## config.mk

```make
export PLATFORM = sky130hd
export DESIGN_NAME = halo_pack_unpack_address_gen
export DESIGN_NICKNAME = d
export VERILOG_FILES = /design/src/halo_pkg.sv /design/src/halo_pack_unpack_address_gen.sv
export SDC_FILE = /design/constraint.sdc
export NUM_CORES = 1
export LEC_CHECK = 0
export BUFFER_PORTS_ARGS = -buffer_cell sky130_fd_sc_hd__buf_4
export CORE_MARGIN = 1
export CORE_UTILIZATION = 56
export CTS_CLUSTER_SIZE = 25
export DETAILED_ROUTE_END_ITERATION = 8
export MAX_ROUTING_LAYER = met4
export PLACE_DENSITY = 0.78
export SYNTH_ARGS = -nofsm -noshare
export SYNTH_HDL_FRONTEND = slang
export SYNTH_SLANG_ARGS = --single-unit
```

## constraint.sdc

```tcl
create_clock -name clk -period 4.8 [get_ports clk]
set_clock_uncertainty 0.1 [all_clocks]
set_input_delay 0.48 -clock clk [delete_from_list [all_inputs] [get_ports clk]]
set_output_delay 0.48 -clock clk [all_outputs]
set_load 0.01 [all_outputs]
```

## src/halo_pkg.sv

```systemverilog
package halo_pkg;

    // Design limits.
    localparam int MAX_INTERIOR = 16;
    localparam int MAX_GUARD    = 4;
    localparam int MAX_RESULTS  = 64;

    // Field and register widths.
    localparam int DIM_W      = 5;
    localparam int GUARD_W    = 3;
    localparam int GRID_W     = 10;
    localparam int BUF_W      = 6;
    localparam int DIR_W      = 3;
    localparam int CFG_IDX_W  = 2;
    localparam int CFG_DATA_W = 5;

    // Configuration register indexes.
    localparam logic [CFG_IDX_W-1:0] REG_INTERIOR_COLS = 2'd0;
    localparam logic [CFG_IDX_W-1:0] REG_INTERIOR_ROWS = 2'd1;
    localparam logic [CFG_IDX_W-1:0] REG_GUARD_WIDTH   = 2'd2;

    // Reset values of the configuration registers.
    localparam logic [DIM_W-1:0]   COLS_RESET  = 5'd10;
    localparam logic [DIM_W-1:0]   ROWS_RESET  = 5'd10;
    localparam logic [GUARD_W-1:0] GUARD_RESET = 3'd2;

    // Operation codes.
    localparam logic OP_PACK   = 1'b0;
    localparam logic OP_UNPACK = 1'b1;

    // Neighbor directions.
    typedef enum logic [DIR_W-1:0] {
        DIR_LEFT         = 3'd0,
        DIR_RIGHT        = 3'd1,
        DIR_UP           = 3'd2,
        DIR_DOWN         = 3'd3,
        DIR_TOP_LEFT     = 3'd4,
        DIR_TOP_RIGHT    = 3'd5,
        DIR_BOTTOM_LEFT  = 3'd6,
        DIR_BOTTOM_RIGHT = 3'd7
    } dir_t;

    // Placement of a strip along one axis.
    typedef enum logic [1:0] {
        SIDE_SPAN = 2'd0,
        SIDE_LOW  = 2'd1,
        SIDE_HIGH = 2'd2
    } side_t;

    // Sequencer states.
    typedef enum logic [1:0] {
        ST_IDLE  = 2'd0,
        ST_SETUP = 2'd1,
        ST_RUN   = 2'd2
    } state_t;

    // Input transaction payload.
    typedef struct packed {
        logic             opcode;
        logic [DIR_W-1:0] direction;
    } in_item_t;

    // Output transaction payload.
    typedef struct packed {
        logic [GRID_W-1:0] grid_index;
        logic [BUF_W-1:0]  buffer_index;
        logic              last;
    } out_item_t;

    // Start and length of a strip along one axis.
    typedef struct packed {
        logic [DIM_W-1:0] start;
        logic [DIM_W-1:0] len;
    } span_t;

    // Row placement of the strip for each direction.
    function automatic side_t vert_side(input dir_t d);
        side_t s;
        case (d)
            DIR_LEFT, DIR_RIGHT:                s = SIDE_SPAN;
            DIR_UP, DIR_TOP_LEFT, DIR_TOP_RIGHT: s = SIDE_LOW;
            default:                            s = SIDE_HIGH;
        endcase
        return s;
    endfunction

    // Column placement of the strip for each direction.
    function automatic side_t horz_side(input dir_t d);
        side_t s;
        case (d)
            DIR_UP, DIR_DOWN:                        s = SIDE_SPAN;
            DIR_LEFT, DIR_TOP_LEFT, DIR_BOTTOM_LEFT: s = SIDE_LOW;
            default:                                 s = SIDE_HIGH;
        endcase
        return s;
    endfunction

endpackage

```

## src/halo_pack_unpack_address_gen.sv

```systemverilog
// Halo address generator for a 2-D tile padded on every side by a guard band.
// Each input transaction names a neighbor direction and pack or unpack; the
// block then emits, one per output transaction, the row-major padded-grid
// index, the buffer position and a last flag for every cell of that strip.
// After an input is accepted the block places the strip in its setup state,
// then issues one address per cycle while the output is taken; a strip holds
// up to 64 cells. A single running index adder walks the strip; in_ready is
// low until the final address has been loaded into the output register.
// Register values outside their ranges are clamped, and the guard is limited
// to the smaller interior size.
module halo_pack_unpack_address_gen
    import halo_pkg::*;
(
    input  logic                  clk,
    input  logic                  rst_n,
    input  logic                  cfg_we,
    input  logic [CFG_IDX_W-1:0]  cfg_index,
    input  logic [CFG_DATA_W-1:0] cfg_data,
    input  logic                  in_valid,
    output logic                  in_ready,
    input  in_item_t              in_data,
    output logic                  out_valid,
    input  logic                  out_ready,
    output out_item_t             out_data
);

    // Configuration registers.
    logic [DIM_W-1:0]   cols_reg;
    logic [DIM_W-1:0]   rows_reg;
    logic [GUARD_W-1:0] guard_reg;

    // Sequencer state and latched transaction parameters.
    state_t             state_reg, state_next;
    logic               unpack_reg, unpack_next;
    dir_t               dir_reg, dir_next;
    logic [DIM_W-1:0]   nx_reg, nx_next;
    logic [DIM_W-1:0]   ny_reg, ny_next;
    logic [GUARD_W-1:0] g_reg, g_next;

    // Walk registers.
    logic [DIM_W-1:0]  h_reg, h_next;
    logic [DIM_W-1:0]  w_reg, w_next;
    logic [DIM_W-1:0]  skip_reg, skip_next;
    logic [DIM_W-1:0]  r_reg, r_next;
    logic [DIM_W-1:0]  c_reg, c_next;
    logic [GRID_W-1:0] idx_reg, idx_next;
    logic [BUF_W-1:0]  count_reg, count_next;

    // Output register.
    logic      out_valid_reg, out_valid_next;
    out_item_t out_data_reg, out_data_next;

    // Decoded control.
    logic             in_fire;
    logic             slot_free;
    logic             emit;
    logic             row_end;
    logic             run_last;
    logic [DIM_W-1:0] nx_eff;
    logic [DIM_W-1:0] ny_eff;
    logic [DIM_W-1:0] g_eff;
    logic [DIM_W-1:0] total_x;
    span_t            rspan;
    span_t            cspan;

    // Clamp an interior size to its legal range.
    function automatic logic [DIM_W-1:0] clamp_dim(input logic [DIM_W-1:0] v);
        logic [DIM_W-1:0] res;
        if (v == '0)
        begin
            res = DIM_W'(1);
        end
        else if (v > DIM_W'(MAX_INTERIOR))
        begin
            res = DIM_W'(MAX_INTERIOR);
        end
        else
        begin
            res = v;
        end
        return res;
    endfunction

    // Start and length of a strip along one axis.
    function automatic span_t axis_span(input side_t side, input logic unpack,
                                        input logic [DIM_W-1:0] n,
                                        input logic [GUARD_W-1:0] g);
        span_t sp;
        case (side)
            SIDE_SPAN:
            begin
                sp.start = DIM_W'(g);
                sp.len   = n;
            end
            SIDE_LOW:
            begin
                sp.start = unpack ? '0 : DIM_W'(g);
                sp.len   = DIM_W'(g);
            end
            default:
            begin
                sp.start = unpack ? n + DIM_W'(g) : n;
                sp.len   = DIM_W'(g);
            end
        endcase
        return sp;
    endfunction

    // Configuration writes.
    always_ff @(posedge clk or negedge rst_n)
    begin
        if (!rst_n)
        begin
            cols_reg  <= COLS_RESET;
            rows_reg  <= ROWS_RESET;
            guard_reg <= GUARD_RESET;
        end
        else if (cfg_we)
        begin
            case (cfg_index)
                REG_INTERIOR_COLS: cols_reg  <= cfg_data;
                REG_INTERIOR_ROWS: rows_reg  <= cfg_data;
                REG_GUARD_WIDTH:   guard_reg <= cfg_data[GUARD_W-1:0];
                default:           ;
            endcase
        end
    end

    // Effective tile sizes from the configuration.
    always_comb
    begin
        nx_eff = clamp_dim(cols_reg);
        ny_eff = clamp_dim(rows_reg);
        if (guard_reg == '0)
        begin
            g_eff = DIM_W'(1);
        end
        else if (guard_reg > GUARD_W'(MAX_GUARD))
        begin
            g_eff = DIM_W'(MAX_GUARD);
        end
        else
        begin
            g_eff = DIM_W'(guard_reg);
        end
        if (g_eff > nx_eff)
        begin
            g_eff = nx_eff;
        end
        if (g_eff > ny_eff)
        begin
            g_eff = ny_eff;
        end
    end

    // Strip placement for the latched transaction.
    always_comb
    begin
        rspan   = axis_span(vert_side(dir_reg), unpack_reg, ny_reg, g_reg);
        cspan   = axis_span(horz_side(dir_reg), unpack_reg, nx_reg, g_reg);
        total_x = nx_reg + DIM_W'({g_reg, 1'b0});
    end

    // Handshake and walk status.
    assign in_fire   = in_valid && in_ready;
    assign slot_free = !out_valid_reg || out_ready;
    assign emit      = (state_reg == ST_RUN) && slot_free;
    assign row_end   = (c_reg == w_reg - DIM_W'(1));
    assign run_last  = row_end && (r_reg == h_reg - DIM_W'(1));

    // Next-state logic.
    always_comb
    begin
        state_next = state_reg;
        case (state_reg)
            ST_IDLE:
            begin
                if (in_fire)
                begin
                    state_next = ST_SETUP;
                end
            end
            ST_SETUP:
            begin
                state_next = ST_RUN;
            end
            ST_RUN:
            begin
                if (emit && run_last)
                begin
                    state_next = ST_IDLE;
                end
            end
            default:
            begin
                state_next = ST_IDLE;
            end
        endcase
    end

    // Handshake outputs.
    always_comb
    begin
        in_ready  = (state_reg == ST_IDLE);
        out_valid = out_valid_reg;
        out_data  = out_data_reg;
    end

    // Datapath: latch parameters, place the strip, then walk it.
    always_comb
    begin
        unpack_next    = unpack_reg;
        dir_next       = dir_reg;
        nx_next        = nx_reg;
        ny_next        = ny_reg;
        g_next         = g_reg;
        h_next         = h_reg;
        w_next         = w_reg;
        skip_next      = skip_reg;
        r_next         = r_reg;
        c_next         = c_reg;
        idx_next       = idx_reg;
        count_next     = count_reg;
        out_valid_next = out_valid_reg && !out_ready;
        out_data_next  = out_data_reg;

        if (in_fire)
        begin
            unpack_next = (in_data.opcode == OP_UNPACK);
            dir_next    = dir_t'(in_data.direction);
            nx_next     = nx_eff;
            ny_next     = ny_eff;
            g_next      = g_eff[GUARD_W-1:0];
        end

        if (state_reg == ST_SETUP)
        begin
            h_next     = rspan.len;
            w_next     = cspan.len;
            skip_next  = total_x - cspan.len + DIM_W'(1);
            r_next     = '0;
            c_next     = '0;
            count_next = '0;
            idx_next   = GRID_W'(rspan.start) * GRID_W'(total_x)
                       + GRID_W'(cspan.start);
        end

        if (emit)
        begin
            out_valid_next             = 1'b1;
            out_data_next.grid_index   = idx_reg;
            out_data_next.buffer_index = count_reg;
            out_data_next.last         = run_last;
            count_next                 = count_reg + BUF_W'(1);
            if (row_end)
            begin
                c_next   = '0;
                r_next   = r_reg + DIM_W'(1);
                idx_next = idx_reg + GRID_W'(skip_reg);
            end
            else
            begin
                c_next   = c_reg + DIM_W'(1);
                idx_next = idx_reg + GRID_W'(1);
            end
        end
    end

    // Control registers.
    always_ff @(posedge clk or negedge rst_n)
    begin
        if (!rst_n)
        begin
            state_reg     <= ST_IDLE;
            out_valid_reg <= 1'b0;
        end
        else
        begin
            state_reg     <= state_next;
            out_valid_reg <= out_valid_next;
        end
    end

    // Payload registers.
    always_ff @(posedge clk)
    begin
        unpack_reg   <= unpack_next;
        dir_reg      <= dir_next;
        nx_reg       <= nx_next;
        ny_reg       <= ny_next;
        g_reg        <= g_next;
        h_reg        <= h_next;
        w_reg        <= w_next;
        skip_reg     <= skip_next;
        r_reg        <= r_next;
        c_reg        <= c_next;
        idx_reg      <= idx_next;
        count_reg    <= count_next;
        out_data_reg <= out_data_next;
    end

endmodule
```

======== After elaboration in Yosys (flattened, before gate mapping) ========
Cells that the tools add are included.
word-level totals
  flip-flop bits (word level) ............. 91
  latch bits .............................. 0
  bits in writable memories ............... 0
  ROM bits ................................ 0
  bits of input ports ..................... 16
  output and inout port bits .............. 19
  word-level logic and storage cells ...... 110
  memories ................................ 0
cells by class
  $add $sub $neg .......................... 13
  $mul .................................... 1
  div/mod/pow operators ................... 0
  magnitude comparators ................... 5
  equality and inequality tests ........... 16
  shift-type cells ........................ 0
  multiplexer cells ....................... 30
  bitwise logic cells ..................... 0
  reduce and logical (&&, ||, !) cells .... 25
operator list
  cell                                                  count
  two-way mux 5 bit                                     13
  one-hot mux 10 bit (2 select lines)                   2
  two-way mux 10 bit                                    3
  adder 10 x 5 -> 10 bit                                2
  adder 5 x 1 -> 5 bit, second input constant           3
  two-way mux 3 bit                                     4
  two-way mux 6 bit                                     2
  adder 10 x 1 -> 10 bit, second input constant         1
  adder 5 x 3 -> 5 bit                                  2
  == test 5 bit                                         2
  greater-than comparator 5 bit                         2
  greater-than comparator 5 bit, second input constant  2
  zero test 5 bit                                       2
  multiplier 5 x 5 -> 10 bit                            1
  subtractor 5 x 1 -> 5 bit, second input constant      2
  == test 3 bit, second input constant                  3
  == test 2 x 1 -> 1 bit, second input constant         4
  zero test 2 bit                                       4
  one-hot mux 2 bit (2 select lines)                    2
  AND reduction 2 bit                                   4
  adder 6 x 1 -> 6 bit, second input constant           1
  == test 3 x 2 -> 1 bit, second input constant         2
  zero test 3 bit                                       2
  one-hot mux 2 bit (3 select lines)                    1
  14 further kinds                                      24

======== Logic depth before layout (Yosys ltp) ========
  word-level depth ........................ 9
  mapped depth ............................ 18
  gate-level depth less buffers ........... 18

======== Worst setup path before layout ========
OpenSTA, ideal clock, no wires.
  kind .................................... reg-to-reg
  from .................................... register g_reg[0]
  to ...................................... register idx_reg[9], data pin
  library setup time ...................... 0.261 ns
  data arrival time ....................... 4.364 ns
  data required time ...................... 4.439 ns
  slack ................................... 0.076 ns
  cell stages (with the launch flop) ...... 18
  path buffers ............................ 0
  period minus slack after synthesis ...... 4.724 ns
  cells stage by stage .................... edfxtp_1 -> ha_1 -> fa_1 -> xor2_1 -> a21oi_1 -> a21oi_1 -> and2_1 -> fa_1 -> fa_1 -> inv_1 -> fa_1 -> inv_1 -> ha_1 -> nand3_1 -> o211ai_1 -> a221oi_1 -> xor2_1 -> mux2i_1
between the ends
  word-level cells in the longest chain between the ends .. 7
  elaborated cells on any way between the ends .. 12
  classes of those cells .................. 4 x add/sub; 1 x mul; 7 x mux
ends and longest elaborated chain
  item                                 line                                 source
  start, declared                      halo_pack_unpack_address_gen.sv:38   logic [GUARD_W-1:0] g_reg, g_next;
  start signal, assigned               halo_pack_unpack_address_gen.sv:291  g_reg <= g_next;
  adder 5 x 3 -> 5 bit                 halo_pack_unpack_address_gen.sv:102  sp.start = unpack ? n + DIM_W'(g) : n;
  two-way mux 5 bit                    halo_pack_unpack_address_gen.sv:102
  one-hot mux 10 bit (2 select lines)  halo_pack_unpack_address_gen.sv:89   case (side)
  multiplier 5 x 5 -> 10 bit           halo_pack_unpack_address_gen.sv:244  idx_next = GRID_W'(rspan.start) * GRID_W'(total_x)
  adder 10 x 5 -> 10 bit *             halo_pack_unpack_address_gen.sv:245  + GRID_W'(cspan.start);
  two-way mux 10 bit *                 halo_pack_unpack_address_gen.sv:236  if (state_reg == ST_SETUP)
  two-way mux 10 bit *                 halo_pack_unpack_address_gen.sv:248  if (emit)
  named net idx_next[9]                halo_pack_unpack_address_gen.sv:46   logic [GRID_W-1:0] idx_reg, idx_next;
  end signal, assigned                 halo_pack_unpack_address_gen.sv:297  idx_reg <= idx_next;
  end, declared                        halo_pack_unpack_address_gen.sv:46
The timed path passes the listed nets; every way through them passes the cells marked *. The select of a mux whose other input is x is not followed.
A chain may end at the register's enable or synchronous reset.

======== Final worst setup path ========
  from .................................... register g_reg[1]
  to ...................................... register idx_reg[8], data pin
The elaborated chain is that of the path after synthesis.

==> qor.yml <==
status: "finished clean"
combPwrFrac_pct: 58.0
cts_tree: "yes"
clockPowerShare_pct: 10.6
worst_ep_arrival_time_ns: 4.80
vias_per_cell: 5.54
synth-async-reset-ratio_pct: 17.6
grt_overflow: 0
maxSlewViolCount: 0
core_area_sq_um: 9950
synth_edf_count: 70
die_w_um: 104
cts.sinks: 91
holdPathStages: 1
ir_worst_vdd_mv: 0.388
end_kind: "flip-flop"
p_sw_share_pct: 41.0
hold_start: "in_data[1]"
hpwl_um: 8350
cts-htree-levels: 3
rr_endpoint: "idx_reg[8]"
hold_class: "input port to flip-flop"
grt_pass1_vias: 4004
ys_seq_area_share_pct: 44.6
synth-seq-cells: 91
place_congestion: 0.960
fp.dieH_um: 104
clk_path_buf_depth: 2
clkTransAtPathRegs_ns: 0.10
slowest_stage: "fa_2"
wire_per_inst_um: 15.0
drcViolationCount: 0
finalSetupViolations: 0
cpPeakStageDelay_ns: 0.59
dr.pass1.iters: 5
startpoint_type: "flip-flop"
area_growth_pct: 15.7
cts_buffers: 9
die_area_sq_um: 10800
worstReg2RegStart: "g_reg[1]"
pin_count: 35
num_rows: 36
worst_ep_required_time_ns: 4.84
synth-warning-count: 0
synth_commonest_cells: "edfxtp_1 (70), ha_1 (52), inv_1 (49)"
pwr-share-seq_pct: 31.4
drt_wl_total_um: 10900
io_buffers: 34
tightest_slew_ns: 0.904
synth_largest_area_cell: "edfxtp_1"
ff2ff_setup_slack_ns: 0.04
maxCapViolations: 0
p_per_area_nw_per_um2: 703
crit_path_max_fanout: 5
netSwitchingPower_w: 0.00195
period_share_pct: 99.2
max_slew_margin_pct: 39.6
antenna_found_initial: 0
holdWs_ns: 0.179
rsz0062_at_grt: "true"
internal-power_w: 0.00280
placed_cells: 696
path_class: "flip-flop to flip-flop"
hold_violations: 0
leakage_nw: 2.87
grt_pass1_wl_um: 18000
ant_nets: 0
largest_reg_flops: 17
initial_core_util_pct: 58.7
grt_max_degree: 23
antenna_cells: 0
netlist_top_cells_area: "edfxtp_1 (36%), ha_1 (11%), fa_1 (6.5%)"
hold_path_end: "dir_reg[1]"
drt_iter0_drc: 157
yosys_most_used_dff: "edfxtp_1"
synth_top_area_share_pct: 36.0
layout.nets: 672
fmax_mhz: 210
syn_inst: 519
synth.most_common_cell: "edfxtp_1"
layoutNonFillerInstCount: 723
min_period_ns: 4.76
avgSynthCellArea_sq_um: 11.3
drive_gt1_share_pct: 23.2
cts_root_buffer: "clkbuf_8"
synth_cell_types: 56
grt.total_usage_pct: 21.6
path_cells: "buf_4 -> ha_1 -> a21o_1 -> a21oi_2 -> xnor2_2 -> buf_4 -> nand2_1 -> fa_1 -> fa_2 -> fa_1 -> inv_2 -> ha_4 -> nor2b_1 -> o21a_1 -> o21a_1 -> mux2i_1 -> a21bo_2"
vias: 4009
r2r_cells: 17
clock_latency_ns: 0.37
syn_area_sq_um: 5840
cells by family (layout without fill, tap and decap cells):
kind of cell	after synthesis	count (layout)	share of synthesized area (%)
multiplexers	29	29	5.40
other	1	2	0.0642
adder cells (fa/ha/maj)	71	71	17.6
AO/OA/AOI/OAI	82	82	8.82
AND/OR/NAND/NOR	147	147	13.5
buffers and inverters	59	129	4.07
XOR/XNOR	39	39	5.85
flip-flops	91	91	44.6
metal layers:
| layer | track usage [%] | vias up | wire (um) |
|---|---|---|---|
| li1 | - | 1964 | - |
| met1 | 23.7 | 1900 | 4420 |
| met2 | 38.8 | 116 | 5700 |
| met3 | 3.07 | 29 | 441 |
| met4 | 10.2 | 0 | 300 |
| met5 | - | - | 0 |
power groups by stage:
stage	sequential, W	clock, W	combinational [W]
global placement	0.00148	0	0.00231
finish	0.00149	0.000504	0.00276
floorplan	0.00149	0	0.00175
global route	0.00152	0.000550	0.00309
CTS	0.00149	0.000516	0.00249
detailed placement	0.00150	0	0.00244
worst max-delay path: cells and delay by family, from the launching register on:
| family | cells | cell delay [ns] |
|---|---|---|
| buf+inv | 3 | 0.43 |
| compound gates | 5 | 0.99 |
| simple gates | 2 | 0.19 |
| xor+xnor | 1 | 0.16 |
| mux | 1 | 0.13 |
| flops | 1 | 0.52 |
| fa+ha+maj | 5 | 2.01 |
cells in the final DEF (no fill, tap or decap), drive strengths merged, types with 9 or more instances in the layout:
cell type  netlist  final
xor2            20     20
nor2            21     21
inv             49     54
fa              19     19
a21oi           20     20
dfrtp           11     11
nand2           35     35
nand3           18     18
xnor2           19     19
mux2i            9      9
o21ai           25     25
clkbuf           4      9
ha              52     52
and2            26     26
mux2            20     20
buf              5     62
nor2b           10     10
edfxtp          70     70
nor3             9      9
metrics by stage:
step / instance area [sq um] / setup TNS (ns) / worst slack, ns / util, % / power (W)
final: 6760 / 0 / 0.0375 / 67.9 / 0.00475
after global routing: 6760 / -0.382 / -0.132 / 67.9 / 0.00516
after CTS: 6590 / 0 / 0.00362 / 66.2 / 0.00449
after detailed placement: 6350 / -0.170 / -0.112 / 63.8 / 0.00394
after global placement: 6350 / 0 / 0.0718 / 63.8 / 0.00380
after floorplan: 5850 / 0 / 0.0756 / - / 0.00324
layout make-up:
type	count	area, sq um
sequential	91	2610
tap	133	166
fill	733	3200
inverter	50	189
clock inverter	7	66.3
timing repair buffer	63	483
clock buffer	9	124
multi-input combinational	370	3120
worst max path at each step:
stage,startpoint,endpoint,slack [ns]
finish,g_reg[1],idx_reg[8],0.04
global route,g_reg[0],idx_reg[8],-0.13
CTS,ny_reg[0],idx_reg[8],0.004
detailed placement,ny_reg[0],idx_reg[9],-0.11
global placement,ny_reg[0],idx_reg[9],0.07
floorplan,g_reg[0],idx_reg[9],0.08
what timing repair did:
item / in CTS / in global routing
setup endpoints to repair: 3 / 4
gates resized for setup: 7 / 23
gates cloned: 0 / 0
pin swaps: 1 / 25
setup buffers: 1 / 9
endpoints found under the hold margin: 11 / 0
hold buffers: 1 / 0
Power figures use the tool's default switching activity.
